--- src/rtl/cbc_fifo.sv ---
// Small register queue used between front and back and for results.
// Depends on nothing; generic width and depth.
module cbc_fifo #(
  parameter int unsigned WIDTH = 8,
  parameter int unsigned DEPTH = 4
) (
  input  logic                       clk,
  input  logic                       rst,
  input  logic                       wr_en,
  input  logic [WIDTH-1:0]           wr_data,
  input  logic                       rd_en,
  output logic [WIDTH-1:0]           rd_data,
  output logic                       full,
  output logic                       empty,
  output logic [$clog2(DEPTH+1)-1:0] count
);

  localparam int unsigned AW = (DEPTH > 1) ? $clog2(DEPTH) : 1;
  localparam int unsigned CW = $clog2(DEPTH+1);

  logic [WIDTH-1:0] slots [DEPTH];
  logic [AW-1:0]    wr_ptr;
  logic [AW-1:0]    rd_ptr;
  logic             do_wr;
  logic             do_rd;

  assign full    = (count == CW'(DEPTH));
  assign empty   = (count == '0);
  assign do_wr   = wr_en && !full;
  assign do_rd   = rd_en && !empty;
  assign rd_data = slots[rd_ptr];

  // Advance pointers and occupancy
  always_ff @(posedge clk) begin
    if (rst) begin
      wr_ptr <= '0;
      rd_ptr <= '0;
      count  <= '0;
    end else begin
      if (do_wr) begin
        wr_ptr <= (wr_ptr == AW'(DEPTH-1)) ? '0 : wr_ptr + 1'b1;
      end
      if (do_rd) begin
        rd_ptr <= (rd_ptr == AW'(DEPTH-1)) ? '0 : rd_ptr + 1'b1;
      end
      if (do_wr && !do_rd) begin
        count <= count + 1'b1;
      end else if (do_rd && !do_wr) begin
        count <= count - 1'b1;
      end
    end
  end

  // Store item
  always_ff @(posedge clk) begin
    if (do_wr) begin
      slots[wr_ptr] <= wr_data;
    end
  end

endmodule

--- config.mk ---
export PLATFORM = sky130hd
export DESIGN_NAME = cbc_fifo
export DESIGN_NICKNAME = d
export VERILOG_FILES = /design/src/rtl/cbc_fifo.sv
export SDC_FILE = /design/constraint.sdc
export NUM_CORES = 1
export LEC_CHECK = 0
export ABC_CLOCK_PERIOD_IN_PS = 2700
export BUFFER_PORTS_ARGS = -buffer_cell sky130_fd_sc_hd__buf_2
export CORE_ASPECT_RATIO = 0.8
export CORE_MARGIN = 1.5
export CORE_UTILIZATION = 40
export CTS_CLUSTER_SIZE = 40
export DETAILED_ROUTE_END_ITERATION = 10
export PLACE_DENSITY_LB_ADDON = 0.05
export SLEW_MARGIN = 20
export SYNTH_ARGS = -nofsm -noshare
export SYNTH_HDL_FRONTEND = slang
export SYNTH_SLANG_ARGS = --single-unit
--- constraint.sdc ---
create_clock -name clk -period 2.7 [get_ports clk]
set_input_delay 0.27 -clock clk [delete_from_list [all_inputs] [get_ports clk]]
set_output_delay 0.27 -clock clk [all_outputs]
set_load 0.02 [all_outputs]
; ---- Yosys cells after proc, flatten, opt, wreduce, memory -nomap -nowiden
; Memories as Yosys holds them, arrays and structs flattened. A register that Yosys moved wholly into a read port is not among the register bits.
; Cells that the tools add are included.
[totals]
wordCells = 29
n_memories = 1
romBits = 0
inputBits = 12
mem_bits_rw = 32
latchBits = 0
reg_bits = 7
output_inout_bits = 13
[op_classes]
bitwise = 0
n_mul = 0
add_sub_neg = 4
n_shift = 0
mux = 8
order_cmp = 0
reduce_logical = 10
div = 0
n_eq_ne = 3
[mem_list]
columns = memory, depth, word_bits, read_ports, rd_clocked_by_memory_dff, write_ports, line_no
row1 = slots, 4, 8, 1, 1, 1, 21  ; logic [WIDTH-1:0] slots [DEPTH];
[op_table]
columns = cell, n
row1 = $mux 2, 4
row2 = $mux 3, 2
row3 = $add 2x1->2 const B, 2
row4 = $eq 2x2->1 const B, 2
row5 = $logic_and 1x1->1, 4
row6 = $logic_not 1->1, 4
row7 = $add 3x1->3 const B, 1
row8 = $eq 3x3->1 const B, 1
row9 = $logic_not 3->1, 1
row10 = $sub 3x1->3 const B, 1
row11 = $mux 1, 2
row12 = $reduce_bool 2->1, 1

; ---- Depth between registers and ports, before layout
[logic_depth]
ltp_word = 7
ltp_mapped = 10
depth_no_buf = 9

; ---- Worst setup path before layout
; Ideal clock, no wire load.
[synth_path]
kind = register -> register
start = register count[0]
end = register count[2]
setup_ns = 0.070
synth_period_minus_slack_ns = 2.225
path_stages_with_launch = 11
setup_slack_ns = 0.475
t_required_ns = 2.630
arrival_time_ns = 2.154
path_cell_list = dfxtp_1 -> or3b_1 -> buf_6 -> clkinv_8 -> nor2_4 -> ha_1 -> inv_1 -> fa_1 -> xor2_1 -> or3_1 -> a21oi_1
[synth_via]
elab_chain_len = 6
elab_cells_between_ends = 15
[synth_lines]
columns = element, line_no
row1 = "start, declared", 15  ; output logic [$clog2(DEPTH+1)-1:0] count
row2 = "start signal, assigned", 47  ; count <= count + 1'b1;
row3 = "start signal, assigned", 49  ; count <= count - 1'b1;
row4 = $eq 3x3->1 *, 27  ; assign full = (count == CW'(DEPTH));
row5 = net full, 13  ; output logic full,
row6 = $logic_not 1->1 *, 29  ; assign do_wr = wr_en && !full;
row7 = $logic_and 1x1->1 *, 29
row8 = net do_wr, 24  ; logic do_wr;
row9 = $logic_not 1->1, 48  ; end else if (do_rd && !do_wr) begin
row10 = $logic_and 1x1->1, 48
row11 = $reduce_bool 2->1 (no source line), n/a
; Mark *: on every way through the listed nets, which the timed path passes. The rest lies on a longest branch. The select of a mux whose other input is x is not followed.
; A chain may end at the register's enable or synchronous reset.

; ---- Worst setup path after layout
[layout_path]
start = register count[0]
end = register count[2]
[layout_via]
elab_chain_len = 6
elab_cells_between_ends = 15
[layout_lines]
columns = element, line_no
row1 = $eq 3x3->1 *, 27
row2 = $logic_not 1->1 *, 29
row3 = $logic_and 1x1->1 *, 29
row4 = net do_wr, 24
row5 = $logic_not 1->1, 48
row6 = $logic_and 1x1->1, 48
row7 = $reduce_bool 2->1 (no source line), n/a
; Marked as above.

==> results.rst <==
.. list-table::
   :header-rows: 1

   * - Metric
     - Value
   * - Outcome
     - completed
   * - Max-capacitance violation count
     - 0
   * - Leakage power summed over all cells
     - 0.716 nW
   * - Relative contribution of the clock network to total power
     - 0.217
   * - Detail Route Antenna Nets
     - 0
   * - Leading post-synthesis cells by cell area
     - sky130_fd_sc_hd__edfxtp_1, sky130_fd_sc_hd__dfxtp_1, sky130_fd_sc_hd__mux4_2, sky130_fd_sc_hd__ha_1, sky130_fd_sc_hd__and3_1
   * - Number of warning messages in the yosys log
     - 0
   * - Drt via density
     - 4.90
   * - Width of the chip
     - 75.2 um
   * - Hpwl dp
     - 1910 um
   * - Worst slew margin
     - 0.617
   * - Internal cell power
     - 1.17 mW
   * - Sink of the worst hold path
     - slots[3][5]
   * - Actual transition at the worst max-transition pin
     - 0.573 ns
   * - Total number of nets in the final design
     - 138
   * - Total die area
     - 4570 sq um
   * - Maximum number of pins on one net before global-route repair
     - 13
   * - Hold path depth
     - 1
   * - Critical Path, Cell by Cell
     - or3b_1 -> clkinv_8 -> nor2_4 -> ha_1 -> inv_1 -> fa_1 -> xor2_1 -> or3_1 -> a21oi_1
   * - Kind of end point of the critical path
     - register
   * - DR vias
     - 857
   * - Share of the clock period used by the worst path
     - 0.860
   * - Setup tns final
     - 0 ns
   * - RSZ-0062 raised after global routing
     - no
   * - CTS max path bufs
     - 2
   * - Filler instances
     - 355
   * - VDD IR max
     - 268 uV
   * - Number of hold buffers added after CTS
     - 0
   * - Fraction of layout instances using a drive strength above 1
     - 0.367
   * - Max frequency
     - 0.431 GHz
   * - Count of final setup violators
     - 0
   * - GPL Wtd Cong
     - 0.756
   * - Max-slew violation count
     - 0
   * - Cell area power density
     - 888 nW/um^2
   * - H-tree Lvls
     - 2
   * - Sequential cell area
     - 1140 sq um
   * - Hold violation total from the final report
     - 0
   * - Top cell type's share of synthesized area
     - 0.576
   * - R2r startpoint
     - count[0]
   * - Slowest library cell on the worst path
     - sky130_fd_sc_hd__dfxtp_1
   * - Number of nets produced by synthesis
     - 111
   * - Port buffer count
     - 24
   * - Core region area
     - 3900 sq um
   * - Post-detailed-routing wire length
     - 2740 um
   * - Root Buffer Master
     - sky130_fd_sc_hd__clkbuf_8
   * - Comb pwr share
     - 0.282
   * - Area used by multi-input combinational logic
     - 459 sq um
   * - Initial core utilization
     - 0.428
   * - Data arrival time of the critical path
     - 2.53 ns
   * - Detailed-route DRC error count
     - 0
   * - Setup slack of the most critical reg-to-reg path
     - 0.38 ns
   * - Die Height
     - 60.8 um
   * - Final setup skew
     - 0.00441 ns
   * - Highest net fanout along the worst path
     - 7
   * - Total net switching power
     - 535 uW
   * - Avg Inst Size Synth
     - 18.1 sq um
   * - Switching Share
     - 0.315
   * - Critical path class
     - reg -> reg
   * - Power, Total
     - 1.70 mW
   * - Worst Path Required
     - 2.91 ns
   * - Number of sinks driven by the clock tree
     - 41
   * - Min-Delay Path Class
     - in -> reg
   * - Clock latency reported for the late side of the worst-skew pair
     - 0.28 ns
   * - Number of cells on the worst reg-to-reg path
     - 9
   * - Number of CTS-inserted buffers
     - 5
   * - Synth area leader
     - sky130_fd_sc_hd__edfxtp_1
   * - Aggregate global routing overflow
     - 0
   * - Setup Fix Bufs, Post-CTS
     - 0
   * - Diodes inserted
     - 0
   * - Wire length of the first global-routing pass
     - 4230 um
   * - Clock period minus final worst setup slack
     - 2.32 ns
   * - Global Route Usage Sum
     - 0.140
   * - Number of DRC markers in iteration 0
     - 35
   * - Worst reg2reg path endpoint
     - count[2]
   * - # IOs
     - 25
   * - Delay of the slowest cell on the worst path
     - 0.47 ns
   * - Average wire per cell in the routed design
     - 15.7 um
   * - Area growth, synth to finish
     - 14.8%
   * - TritonCTS clock tree
     - done
   * - Flop and latch count out of synthesis
     - 41
   * - Min-delay src
     - wr_data[5]
   * - Portion of the post-synthesis area used by sequential elements
     - 0.684
   * - Antenna violations before repair
     - 0
   * - Cell row count
     - 20
   * - Synthesized netlist cell count
     - 92
   * - Yosys cell types
     - 27
   * - Clock-pin slew reported for the worst setup and hold paths after clock tree synthesis
     - 0.07 ns
   * - Startpoint Class
     - register
   * - Part of the total power dissipated in sequential elements
     - 0.501
   * - Cells resized by post-CTS repair
     - 0
   * - Netlist Area Pre-Place
     - 1670 sq um
   * - Via count of the first global-routing pass
     - 837
   * - First-pass iteration count of the detailed router
     - 4
[registers in the layout (all words and copies together) (netlist names), named ones only]
| register | flops |
|---|---|
| count | 3 |
| wr_ptr | 2 |
| rd_ptr | 2 |
| slots | 32 |
[synthesized netlist by cell type (all sizes together)]
| cell | number |
|---|---|
| clkbuf | 1 |
| xor2 | 2 |
| bufinv | 1 |
| dfxtp | 9 |
| mux2i | 2 |
| o31ai | 2 |
| edfxtp | 32 |
| inv | 3 |
| or3 | 2 |
| clkinv | 1 |
| and3 | 4 |
| nand2 | 1 |
| o21ai | 2 |
| nor2 | 4 |
| fa | 1 |
| mux4 | 8 |
| nand3 | 2 |
| nor3 | 2 |
| or3b | 1 |
| ha | 6 |
| a21oi | 3 |
| buf | 3 |
[worst max path at each step]
stage | from | slack [ns] | cells past startpoint | end
after global placement | count[0] | 0.46 | 9 | count[2]
after detailed placement | count[0] | 0.37 | 9 | count[2]
after floorplan | count[0] | 0.48 | 10 | count[2]
after global routing | count[0] | 0.17 | 9 | count[2]
final | count[0] | 0.38 | 9 | count[2]
after CTS | count[0] | 0.35 | 9 | count[2]
[cell families after synthesis]
logic type | after synthesis | share of synthesized area
xor gates and xnor gates | 2 | 0.0105
and+or+nand+nor | 16 | 0.0555
buffers and inverters | 9 | 0.0412
AOI/OAI and AO/OA | 7 | 0.0322
DFF | 41 | 0.684
muxes | 10 | 0.120
adders and majority gates | 7 | 0.0570
[power by group through the flow]
stage | Sequential (mW) | Clock, mW | Combinational (mW)
6_report | 0.852 | 0.370 | 0.479
5_1_grt | 0.871 | 0.416 | 0.525
4_1_cts | 0.857 | 0.386 | 0.486
3_5_place_dp | 0.871 | 0 | 0.484
3_3_place_gp | 0.863 | 0 | 0.481
2_1_floorplan | 0.840 | 0 | 0.378
[metal layers]
layer / vias to the layer above / wire length (um) / GRT usage
met5: - / 0 / 0
met4: 0 / 13 / 0.0459
met3: 2 / 107 / 0.0648
met2: 23 / 1380 / 0.219
met1: 425 / 1240 / 0.175
li1: 407 / - / -
[critical path: cells and delay by family, from the launching register on]
| family | cells | cell delay, ns |
|---|---|---|
| XOR/XNOR | 1 | 0.15 |
| adder cells (fa/ha/maj) | 2 | 0.55 |
| AND/OR/NAND/NOR | 3 | 0.79 |
| flip-flops | 1 | 0.47 |
| buffers and inverters | 2 | 0.14 |
| AO/OA/AOI/OAI | 1 | 0.15 |
[cells in the final DEF, fill, tap and decap left out, types with 2 or more instances in the layout]
cell type and instances:
sky130_fd_sc_hd__mux2i_1 2, sky130_fd_sc_hd__xor2_1 2, sky130_fd_sc_hd__mux4_2 8, sky130_fd_sc_hd__and3_1 4, sky130_fd_sc_hd__nand3_1 2, sky130_fd_sc_hd__edfxtp_1 32
sky130_fd_sc_hd__buf_2 24, sky130_fd_sc_hd__o31ai_2 2, sky130_fd_sc_hd__dfxtp_1 9, sky130_fd_sc_hd__a21oi_1 2, sky130_fd_sc_hd__nor3_1 2, sky130_fd_sc_hd__clkbuf_8 5
sky130_fd_sc_hd__or3_1 2, sky130_fd_sc_hd__clkbuf_1 2, sky130_fd_sc_hd__nor2_1 3, sky130_fd_sc_hd__inv_1 3, sky130_fd_sc_hd__ha_1 6
[per-stage QoR]
| stage | cell area [sq um] | cells | setup WS (ns) | hold WS, ns | util |
|---|---|---|---|---|---|
| after global routing | 1920 | 175 | 0.171 | 0.185 | 0.491 |
| after detailed placement | 1830 | 167 | 0.372 | 0.494 | 0.470 |
| after floorplan | 1670 | 92 | 0.475 | 0.369 | - |
| final | 1920 | 175 | 0.379 | 0.199 | 0.491 |
| after CTS | 1920 | 175 | 0.349 | 0.193 | 0.491 |
| after global placement | 1830 | 167 | 0.462 | 0.485 | 0.470 |
[area by class of cell]
cell class	instances	area share
clock buffers	7	0.0398
clock inverters	1	0.00261
inverters	5	0.0235
multi-input cells	42	0.240
flip-flops and latches	41	0.596
well taps	55	0.0359
repair buffers	24	0.0627
Power figures use the tool's default switching activity.
