$ cat src/rtl/cbc_pkg.sv
// Shared types and constants of the cartridge bank controller.
// No dependencies; imported by every module of the block but cbc_fifo.
package cbc_pkg;

  // Widths fixed by the bus fields
  localparam int unsigned OFF_W     = 22;  // widest ROM offset incl. bank overflow
  localparam int unsigned SIZE_W    = 22;
  localparam int unsigned LOAD_W    = 21;
  localparam int unsigned RAMSUM_W  = 18;  // ram_bank * 0x2000 + address
  localparam int unsigned Q_DEPTH   = 4;   // front-to-back queue
  localparam int unsigned OUT_DEPTH = 4;   // result queue

  localparam logic [SIZE_W-1:0]   ROM_SIZE_RESET = 22'd262144;
  localparam logic [RAMSUM_W-1:0] ERAM_BASE      = 18'h0A000;
  localparam logic [3:0]          RAM_EN_KEY     = 4'hA;
  localparam logic [7:0]          MISS_BYTE      = 8'hFF;

  // Bus actions
  typedef enum logic [2:0] {
    ACT_ROM_RD   = 3'd0,
    ACT_CTRL_WR  = 3'd1,
    ACT_RAM_RD   = 3'd2,
    ACT_RAM_WR   = 3'd3,
    ACT_ROM_LOAD = 3'd4
  } action_t;

  // Cartridge types
  typedef enum logic [1:0] {
    CART_ROM_ONLY = 2'd0,
    CART_MBC1     = 2'd1,
    CART_MBC3     = 2'd2,
    CART_MBC5     = 2'd3
  } cart_type_t;

  // Configuration register indexes
  typedef enum logic [1:0] {
    CFG_CART_TYPE = 2'd0,
    CFG_ROM_SIZE  = 2'd1
  } cfg_index_t;

  // Work kinds handed from front to back
  typedef enum logic [1:0] {
    OP_ROM_RD = 2'd0,
    OP_RAM_RD = 2'd1,
    OP_RAM_WR = 2'd2,
    OP_ROM_WR = 2'd3
  } op_t;

  typedef struct packed {
    logic               valid;
    logic [1:0]         index;
    logic [SIZE_W-1:0]  value;
  } cfg_wr_t;

  typedef struct packed {
    op_t              op;
    logic             hit;
    logic [OFF_W-1:0] off;
    logic [7:0]       data;
  } q_entry_t;

  typedef struct packed {
    logic       hit;
    logic [7:0] byte_val;
  } result_t;

endpackage

$ cat src/rtl/cbc_front.sv
// Front end: accepts bus items, holds bank registers and configuration,
// maps addresses and queues work for the back end. Uses cbc_pkg.
module cbc_front import cbc_pkg::*; #(
  parameter int unsigned ERAM_BYTES = 32768,
  parameter int unsigned ROM_BYTES  = 262144
) (
  input  logic              clk,
  input  logic              rst,
  input  cfg_wr_t           cfg_wr,
  input  logic              push,
  input  logic [2:0]        action,
  input  logic [15:0]       address,
  input  logic [7:0]        data,
  input  logic [LOAD_W-1:0] load_address,
  input  logic              q_full,
  output logic              q_push,
  output q_entry_t          q_entry
);

  cart_type_t        cart_type;
  logic [SIZE_W-1:0] rom_len;
  logic              ram_enable;
  logic [6:0]        rom_bank;
  logic [1:0]        ram_bank;
  logic              banking_mode;

  logic              ram_enable_next;
  logic [6:0]        rom_bank_next;
  logic [1:0]        ram_bank_next;
  logic              banking_mode_next;

  logic              accept;
  logic              ctrl_wr;
  logic [SIZE_W-1:0] rom_limit;
  logic [7:0]        rom_upper;
  logic [OFF_W-1:0]  rom_off;
  logic              rom_hit;
  logic [RAMSUM_W-1:0] ram_total;
  logic [RAMSUM_W-1:0] ram_rel;
  logic              ram_hit;
  logic              load_ok;
  logic [4:0]        bank_lo;
  logic              entry_valid;

  assign accept  = push && !q_full;
  assign ctrl_wr = accept && (action == ACT_CTRL_WR) && (cart_type == CART_MBC1);
  assign q_push  = accept && entry_valid;

  // Map ROM address through the bank register
  always_comb begin
    rom_limit = (rom_len > SIZE_W'(ROM_BYTES)) ? SIZE_W'(ROM_BYTES) : rom_len;
    rom_upper = {1'b0, rom_bank} + {6'b0, address[15:14]} - 8'd1;
    if ((cart_type == CART_MBC1) && (address[15:14] != 2'b00)) begin
      rom_off = {rom_upper, address[13:0]};
    end else begin
      rom_off = {6'b0, address};
    end
    rom_hit = (rom_off < rom_limit);
  end

  // Map RAM address through the RAM bank
  always_comb begin
    ram_total = {3'b0, ram_bank, 13'b0} + {2'b0, address};
    ram_rel   = ram_total - ERAM_BASE;
    ram_hit   = ram_enable && (ram_total >= ERAM_BASE) &&
                (ram_rel < RAMSUM_W'(ERAM_BYTES));
    load_ok   = ({1'b0, load_address} < SIZE_W'(ROM_BYTES));
  end

  // Classify item into queued work
  always_comb begin
    entry_valid  = 1'b0;
    q_entry.op   = OP_ROM_RD;
    q_entry.hit  = 1'b0;
    q_entry.off  = rom_off;
    q_entry.data = data;
    unique case (action)
      ACT_ROM_RD: begin
        entry_valid = 1'b1;
        q_entry.op  = OP_ROM_RD;
        q_entry.hit = rom_hit;
      end
      ACT_RAM_RD: begin
        entry_valid = 1'b1;
        q_entry.op  = OP_RAM_RD;
        q_entry.hit = ram_hit;
        q_entry.off = OFF_W'(ram_rel);
      end
      ACT_RAM_WR: begin
        entry_valid = ram_hit;
        q_entry.op  = OP_RAM_WR;
        q_entry.hit = ram_hit;
        q_entry.off = OFF_W'(ram_rel);
      end
      ACT_ROM_LOAD: begin
        entry_valid = load_ok;
        q_entry.op  = OP_ROM_WR;
        q_entry.hit = load_ok;
        q_entry.off = OFF_W'(load_address);
      end
      default: begin
        entry_valid = 1'b0;
      end
    endcase
  end

  // Decode control write into bank register updates
  always_comb begin
    ram_enable_next   = ram_enable;
    rom_bank_next     = rom_bank;
    ram_bank_next     = ram_bank;
    banking_mode_next = banking_mode;
    bank_lo           = (data[4:0] == 5'd0) ? 5'd1 : data[4:0];
    unique case (address[15:13])
      3'd0: ram_enable_next = (data[3:0] == RAM_EN_KEY);
      3'd1: rom_bank_next   = {rom_bank[6:5], bank_lo};
      3'd2: begin
        if (!banking_mode) begin
          rom_bank_next = {data[1:0], rom_bank[4:0]};
        end else begin
          ram_bank_next = data[1:0];
        end
      end
      default: banking_mode_next = data[0];
    endcase
  end

  // Hold bank state
  always_ff @(posedge clk) begin
    if (rst) begin
      ram_enable   <= 1'b0;
      rom_bank     <= 7'd1;
      ram_bank     <= 2'd0;
      banking_mode <= 1'b0;
    end else if (ctrl_wr) begin
      ram_enable   <= ram_enable_next;
      rom_bank     <= rom_bank_next;
      ram_bank     <= ram_bank_next;
      banking_mode <= banking_mode_next;
    end
  end

  // Take configuration writes
  always_ff @(posedge clk) begin
    if (rst) begin
      cart_type <= CART_ROM_ONLY;
      rom_len   <= ROM_SIZE_RESET;
    end else if (cfg_wr.valid) begin
      unique case (cfg_wr.index)
        CFG_CART_TYPE: cart_type <= cart_type_t'(cfg_wr.value[1:0]);
        CFG_ROM_SIZE:  rom_len   <= cfg_wr.value;
        default: ;
      endcase
    end
  end

endmodule

$ cat config.mk
export PLATFORM = sky130hd
export DESIGN_NAME = cbc_front
export DESIGN_NICKNAME = d
export VERILOG_FILES = /design/src/rtl/cbc_pkg.sv /design/src/rtl/cbc_front.sv
export SDC_FILE = /design/constraint.sdc
export NUM_CORES = 1
export LEC_CHECK = 0
export BUFFER_PORTS_ARGS = -buffer_cell sky130_fd_sc_hd__clkbuf_2
export CORE_ASPECT_RATIO = 0.75
export CORE_MARGIN = 5
export CORE_UTILIZATION = 45
export DETAILED_ROUTE_END_ITERATION = 8
export PLACE_DENSITY = 0.8
export SYNTH_ARGS = -nofsm -noshare
export SYNTH_HDL_FRONTEND = slang
export SYNTH_SLANG_ARGS = --single-unit
$ cat constraint.sdc
create_clock -name clk -period 2.7 [get_ports clk]
set_clock_uncertainty 0.15 [all_clocks]
set_input_delay 0.135 -clock clk [delete_from_list [all_inputs] [get_ports clk]]
set_output_delay 0.135 -clock clk [all_outputs]
set_load 0.01 [all_outputs]
== After elaboration in Yosys (flattened, before gate mapping) ==
Index checks and enable logic that the tools add are counted.

* Bitwise logic cells: 4
* $mul: 0
* Multiplexer cells: 8
* Add/subtract/negate cells: 4
* $lt $le $gt $ge: 5
* Eq/ne operators: 9
* Reductions and logical operators: 23
* Div/mod/pow operators: 0
* Shifts and indexed selects: 0

{| class="wikitable"
|+ Operators with widths
! kind !! number
|-
| 22-bit 2-to-1 mux || 2
|-
| 22-bit case mux with 2 select lines || 1
|-
| 22-bit by 19-bit > comparator with 1-bit output (second input constant) || 1
|-
| 22-bit < comparator || 1
|-
| 21-bit by 19-bit < comparator with 1-bit output (second input constant) || 1
|-
| 18-bit by 16-bit < comparator with 1-bit output (second input constant) || 1
|-
| 17-bit by 16-bit subtractor with 18-bit output (second input constant) || 1
|-
| 15-bit by 16-bit adder with 17-bit output || 1
|-
| 17-bit by 16-bit >= comparator with 1-bit output (second input constant) || 1
|-
| 7-bit case mux with 2 select lines || 1
|-
| 3-bit case mux with 4 select lines || 1
|-
| 3-bit by 2-bit equality test with 1-bit output (second input constant) || 3
|-
| 7-bit by 2-bit adder with 8-bit output || 1
|-
| 2-bit AND reduction || 4
|-
| 8-bit by 1-bit subtractor with 8-bit output (second input constant) || 1
|-
| 1-bit logical AND || 7
|-
| 7-bit 2-to-1 mux || 1
|-
| 3-bit by 1-bit equality test with 1-bit output (second input constant) || 2
|-
| 3-bit zero test || 2
|-
| 3-bit AND reduction || 2
|-
| 5-bit zero test || 1
|-
| 5-bit 2-to-1 mux || 1
|-
| 2-bit by 1-bit equality test with 1-bit output (second input constant) || 2
|-
| 4-bit equality test (second input constant) || 1
|-
| other kinds (9) || 13
|}

* Latch bits: 0
* Register bits after elaboration: 35
* Output and inout port bits: 34
* Memories kept: 0
* Memory bits (read-only): 0
* Memory bits (writable): 0

== Depth between registers and ports, before layout ==
* Depth in word-level cells: 6
* Mapped depth: 16

== Worst setup path before layout ==
Ideal clock, no wire load.

* Kind: register to output
* Start: register rom_bank[1]
* End: output port q_entry[30] (netlist bit)
* Buffers on the path: 0
* Slack: -0.468 ns
* Cell stages (with the launch flop): 15
* Data required time: 2.415 ns
* Arrival time: 2.883 ns
* Cell sequence: dfxtp_1 -> inv_1 -> ha_1 -> inv_1 -> ha_1 -> fa_1 -> a21o_1 -> a21o_1 -> a21o_1 -> a21oi_2 -> mux2i_1 -> ha_1 -> nand4_1 -> o2111ai_1 -> o21ai_0

{| class="wikitable"
|+ RTL lines
! element !! line !! source
|-
| from (decl) || cbc_front.sv:23 || <nowiki>logic [6:0] rom_bank;</nowiki>
|-
| from (signal assigned) || cbc_front.sv:137 || <nowiki>rom_bank <= rom_bank_next;</nowiki>
|-
| to (decl) || cbc_front.sv:17 || <nowiki>output q_entry_t q_entry</nowiki>
|}

==> summary.md <==
| Metric | Value |
|---|---|
| Status | `finished with violations` |
| Violated checks | `setup timing` |
| Setup WS post-layout | `-766.1 ps` |
| Met1 Use GR | `0.2956` |
| Cell area after layout | `4111 um^2` |
| Hold Path Origin | `data[4]` |
| Share of the synthesized area in the top cell type | `0.2453` |
| CTS tree | `done` |
| Slew of the pin with the lowest slew margin | `879.2 ps` |
| Mux cell area share after synthesis | `0.05300` |
| Dpl hpwl | `6.973 mm` |
| Overall Global Routing Usage | `0.2241` |
| Total congestion overflow | `0` |
| FF-to-FF setup slack | `880 ps` |
| GR Util met2 | `0.3755` |
| R2R depth | `5` |
| Worst r2r dst | `ram_bank[1]$_SDFFE_PP0P_` |
| Hold worst-path end | `rom_bank[4]$_SDFFE_PP0P_` |
| Vias in the first global route | `3,154` |
| Cell depth of the worst hold path | `3` |
| Critical path required time | `2410 ps` |
| Slew Viols, Final | `0` |
| CTS Buffer Depth | `2` |
| Final Non-Filler Cells | `628` |
| Cell accounting for the most synthesized area | `dfxtp_1` |
| #FFs+latches synth | `35` |
| Crit path arrival time | `3180 ps` |
| Startpoint types | `flop` |
| Drt drc | `0` |
| Main combinational cell family by area after synthesis | `simple AND/OR/NAND/NOR gates` |
| Most common cell after layout, fill and taps aside | `nand2_1` |
| Core area | `6225 um^2` |
| Die area | `8058 um^2` |
| Synth Instances | `396` |
| Synth Area in Adders | `0.1586` |
| Initial Util | `0.4589` |
| FF-to-FF Start | `cart_type[0]$_SDFFE_PP0P_` |
| Relative slew slack | `0.4121` |
| Die W | `102 um` |
| GP Congestion | `0.8650` |
| Final-report hold violation count | `0` |
| Port-buffer cells | `104` |
| Min-Delay Path Class | `in2reg` |
| Via count | `3,293` |
| # rows | `25` |
| Worst setup EP type | `output pin` |
| Most frequent cells in the layout | `nand2_1, clkbuf_2, a21oi_1` |
| Fillers | `482` |
| Share of layout cells above drive strength 1 | `0.3236` |
| Synth Warn # | `0` |
| Synthesis-to-layout area growth | `43.93%` |
| CP Max Fanout | `2` |
| CTS buffer count | `5` |
| DRT iter0 DRCs | `208` |
| # setup viols final | `5` |
| Synth area leaders | `dfxtp_1, nand2_1, ha_1` |
| Clock insertion delay at the later pin of the skew report | `280 ps` |
| Vias/cell | `5.244` |
| Most Crowded Layer GR | `met2` |
| Placed cell area | `3610 um^2` |
| Met3 GRT Util | `0.03951` |
| Setup crit start | `rom_bank[1]$_SDFFE_PP0P_` |
| Post-synthesis simple-gate area fraction | `0.3088` |
| Async S/R FF share, synth | `0` |
| Final worst-path cycle share | `1.284` |
| Largest net degree at the start of global routing | `36` |
| Wire per inst | `14.81 um` |
| Placed insts | `593` |
| Syn_area_per_cell | `7.213 um^2` |
| Routed wire length | `9.299 mm` |
| Setup TNS | `-1327 ps` |
| I/O pin cnt | `111` |
| Initial antenna violation count | `0` |
| Cell Area, Synth | `2856 um^2` |
| H-tree levels | `2` |
| Max-Cap Viols | `0` |
| Number of synthesized flops with an enable pin | `0` |
| Pre-CTS setup slack | `-508.8 ps` |
| Synth Area in XOR/XNOR | `0.01533` |
| Min cycle time layout | `3466 ps` |
| CTS Sinks | `35` |
| First-pass GRT wire length | `14.61 mm` |
| Detail Route Antenna Nets | `0` |
| Synth Flop Type | `dfxtp_1` |
| RSZ-0062 raised after global routing | `true` |
| Synth Area in Compound Gates | `0.1524` |
| Peak supply drop | `349.2 uV` |
| Worst-path clk slew | `80 ps` |
| # diodes | `0` |
| Die Ht | `79 um` |
| P_leak | `0.001949 uW` |
| Netlist cell types | `51` |
| Cell Pwr Density | `338.5 nW/um^2` |
| Crit Path Category | `reg2out` |
| Router iterations before antenna repair | `5` |
| CTS root buf | `clkbuf_8` |
| Fmax | `288.5 MHz` |
| Fin nets | `658` |
| Register area share after synthesis | `0.2453` |
## stage by stage
stage | power (uW) | utilization | hold WS, ps
after CTS | 1384 | 0.6434 | 5.394
after global placement | 871.1 | 0.5799 | 120.1
after global routing | 1465 | 0.6605 | 36.31
final | 1392 | 0.6605 | 12.91
after detailed placement | 883.6 | 0.5799 | 120.1
after floorplan | 731.4 | - | 109.1
## per-layer routing
metal / routed length (um) / vias up
li1: - / 1649
met1: 4021 / 1496
met2: 4366 / 134
met3: 776 / 14
met4: 133 / 0
met5: 0 / -
## repair_timing
item,CTS,global route
setup endpoints to repair,5,8
hold buffers,23,0
gates resized for setup,13,23
setup buffers,2,4
pin swaps,10,14
hold endpoints to repair,25,0
## cell families after synthesis
family,after synthesis
muxes,15
and+or+nand+nor,194
xor gates and xnor gates,5
other,1
AOI/OAI and AO/OA,72
buffers and inverters,39
DFF,35
adders and majority gates,35
## cells in the mapped netlist, types with 3 or more instances
cell type	instances
nand2_1	122
a21oi_1	37
dfxtp_1	35
ha_1	33
nor2_1	29
inv_1	18
mux2i_1	14
o21ai_0	10
clkbuf_1	9
buf_4	8
nor4_1	7
nor3_1	6
a21o_1	4
nand2b_1	4
nand3_1	4
nand4_1	4
a211oi_1	3
a22oi_1	3
nor2b_1	3
xnor2_1	3
## layout make-up
class	count	area, um^2	area share
Sequential cell	35	703.2	0.1710
Clock buffer	5	68.82	0.01674
Inverter	18	67.56	0.01643
Clock inverter	3	43.79	0.01065
Multi-Input combinational cell	324	2103	0.5116
Timing Repair Buffer	162	1023	0.2489
Tap cell	81	101.3	0.02465
## how the worst max path moves through the flow
stage                             end  cells past startpoint
after floorplan           q_entry[30]                     15
after global placement    q_entry[30]                     15
after detailed placement  q_entry[30]                     16
after CTS                 q_entry[30]                     15
after global routing      q_entry[30]                     15
final                     q_entry[30]                     15
## flip-flops by register name (all words and copies together) (netlist names)
name,flops
rom_len,22
rom_bank,7
cart_type,2
ram_bank,2
banking_mode,1
ram_enable,1
## power by group
part	switching [uW]	internal, uW
combinational	203	185
clock	192	275
sequential	9.04	528
total	404	987
## worst max-delay path, stage by stage, from the launching register on
cell	delay, ps
dfxtp_2	340
inv_2	40
ha_4	250
inv_2	40
ha_4	150
fa_2	360
a21o_1	160
a21o_1	180
a21o_1	170
a21oi_2	180
mux2i_1	110
ha_1	310
nand4_1	100
a311oi_1	240
o21ai_1	110
buf_2	150
No activity file was read; power rests on OpenSTA's default activity.
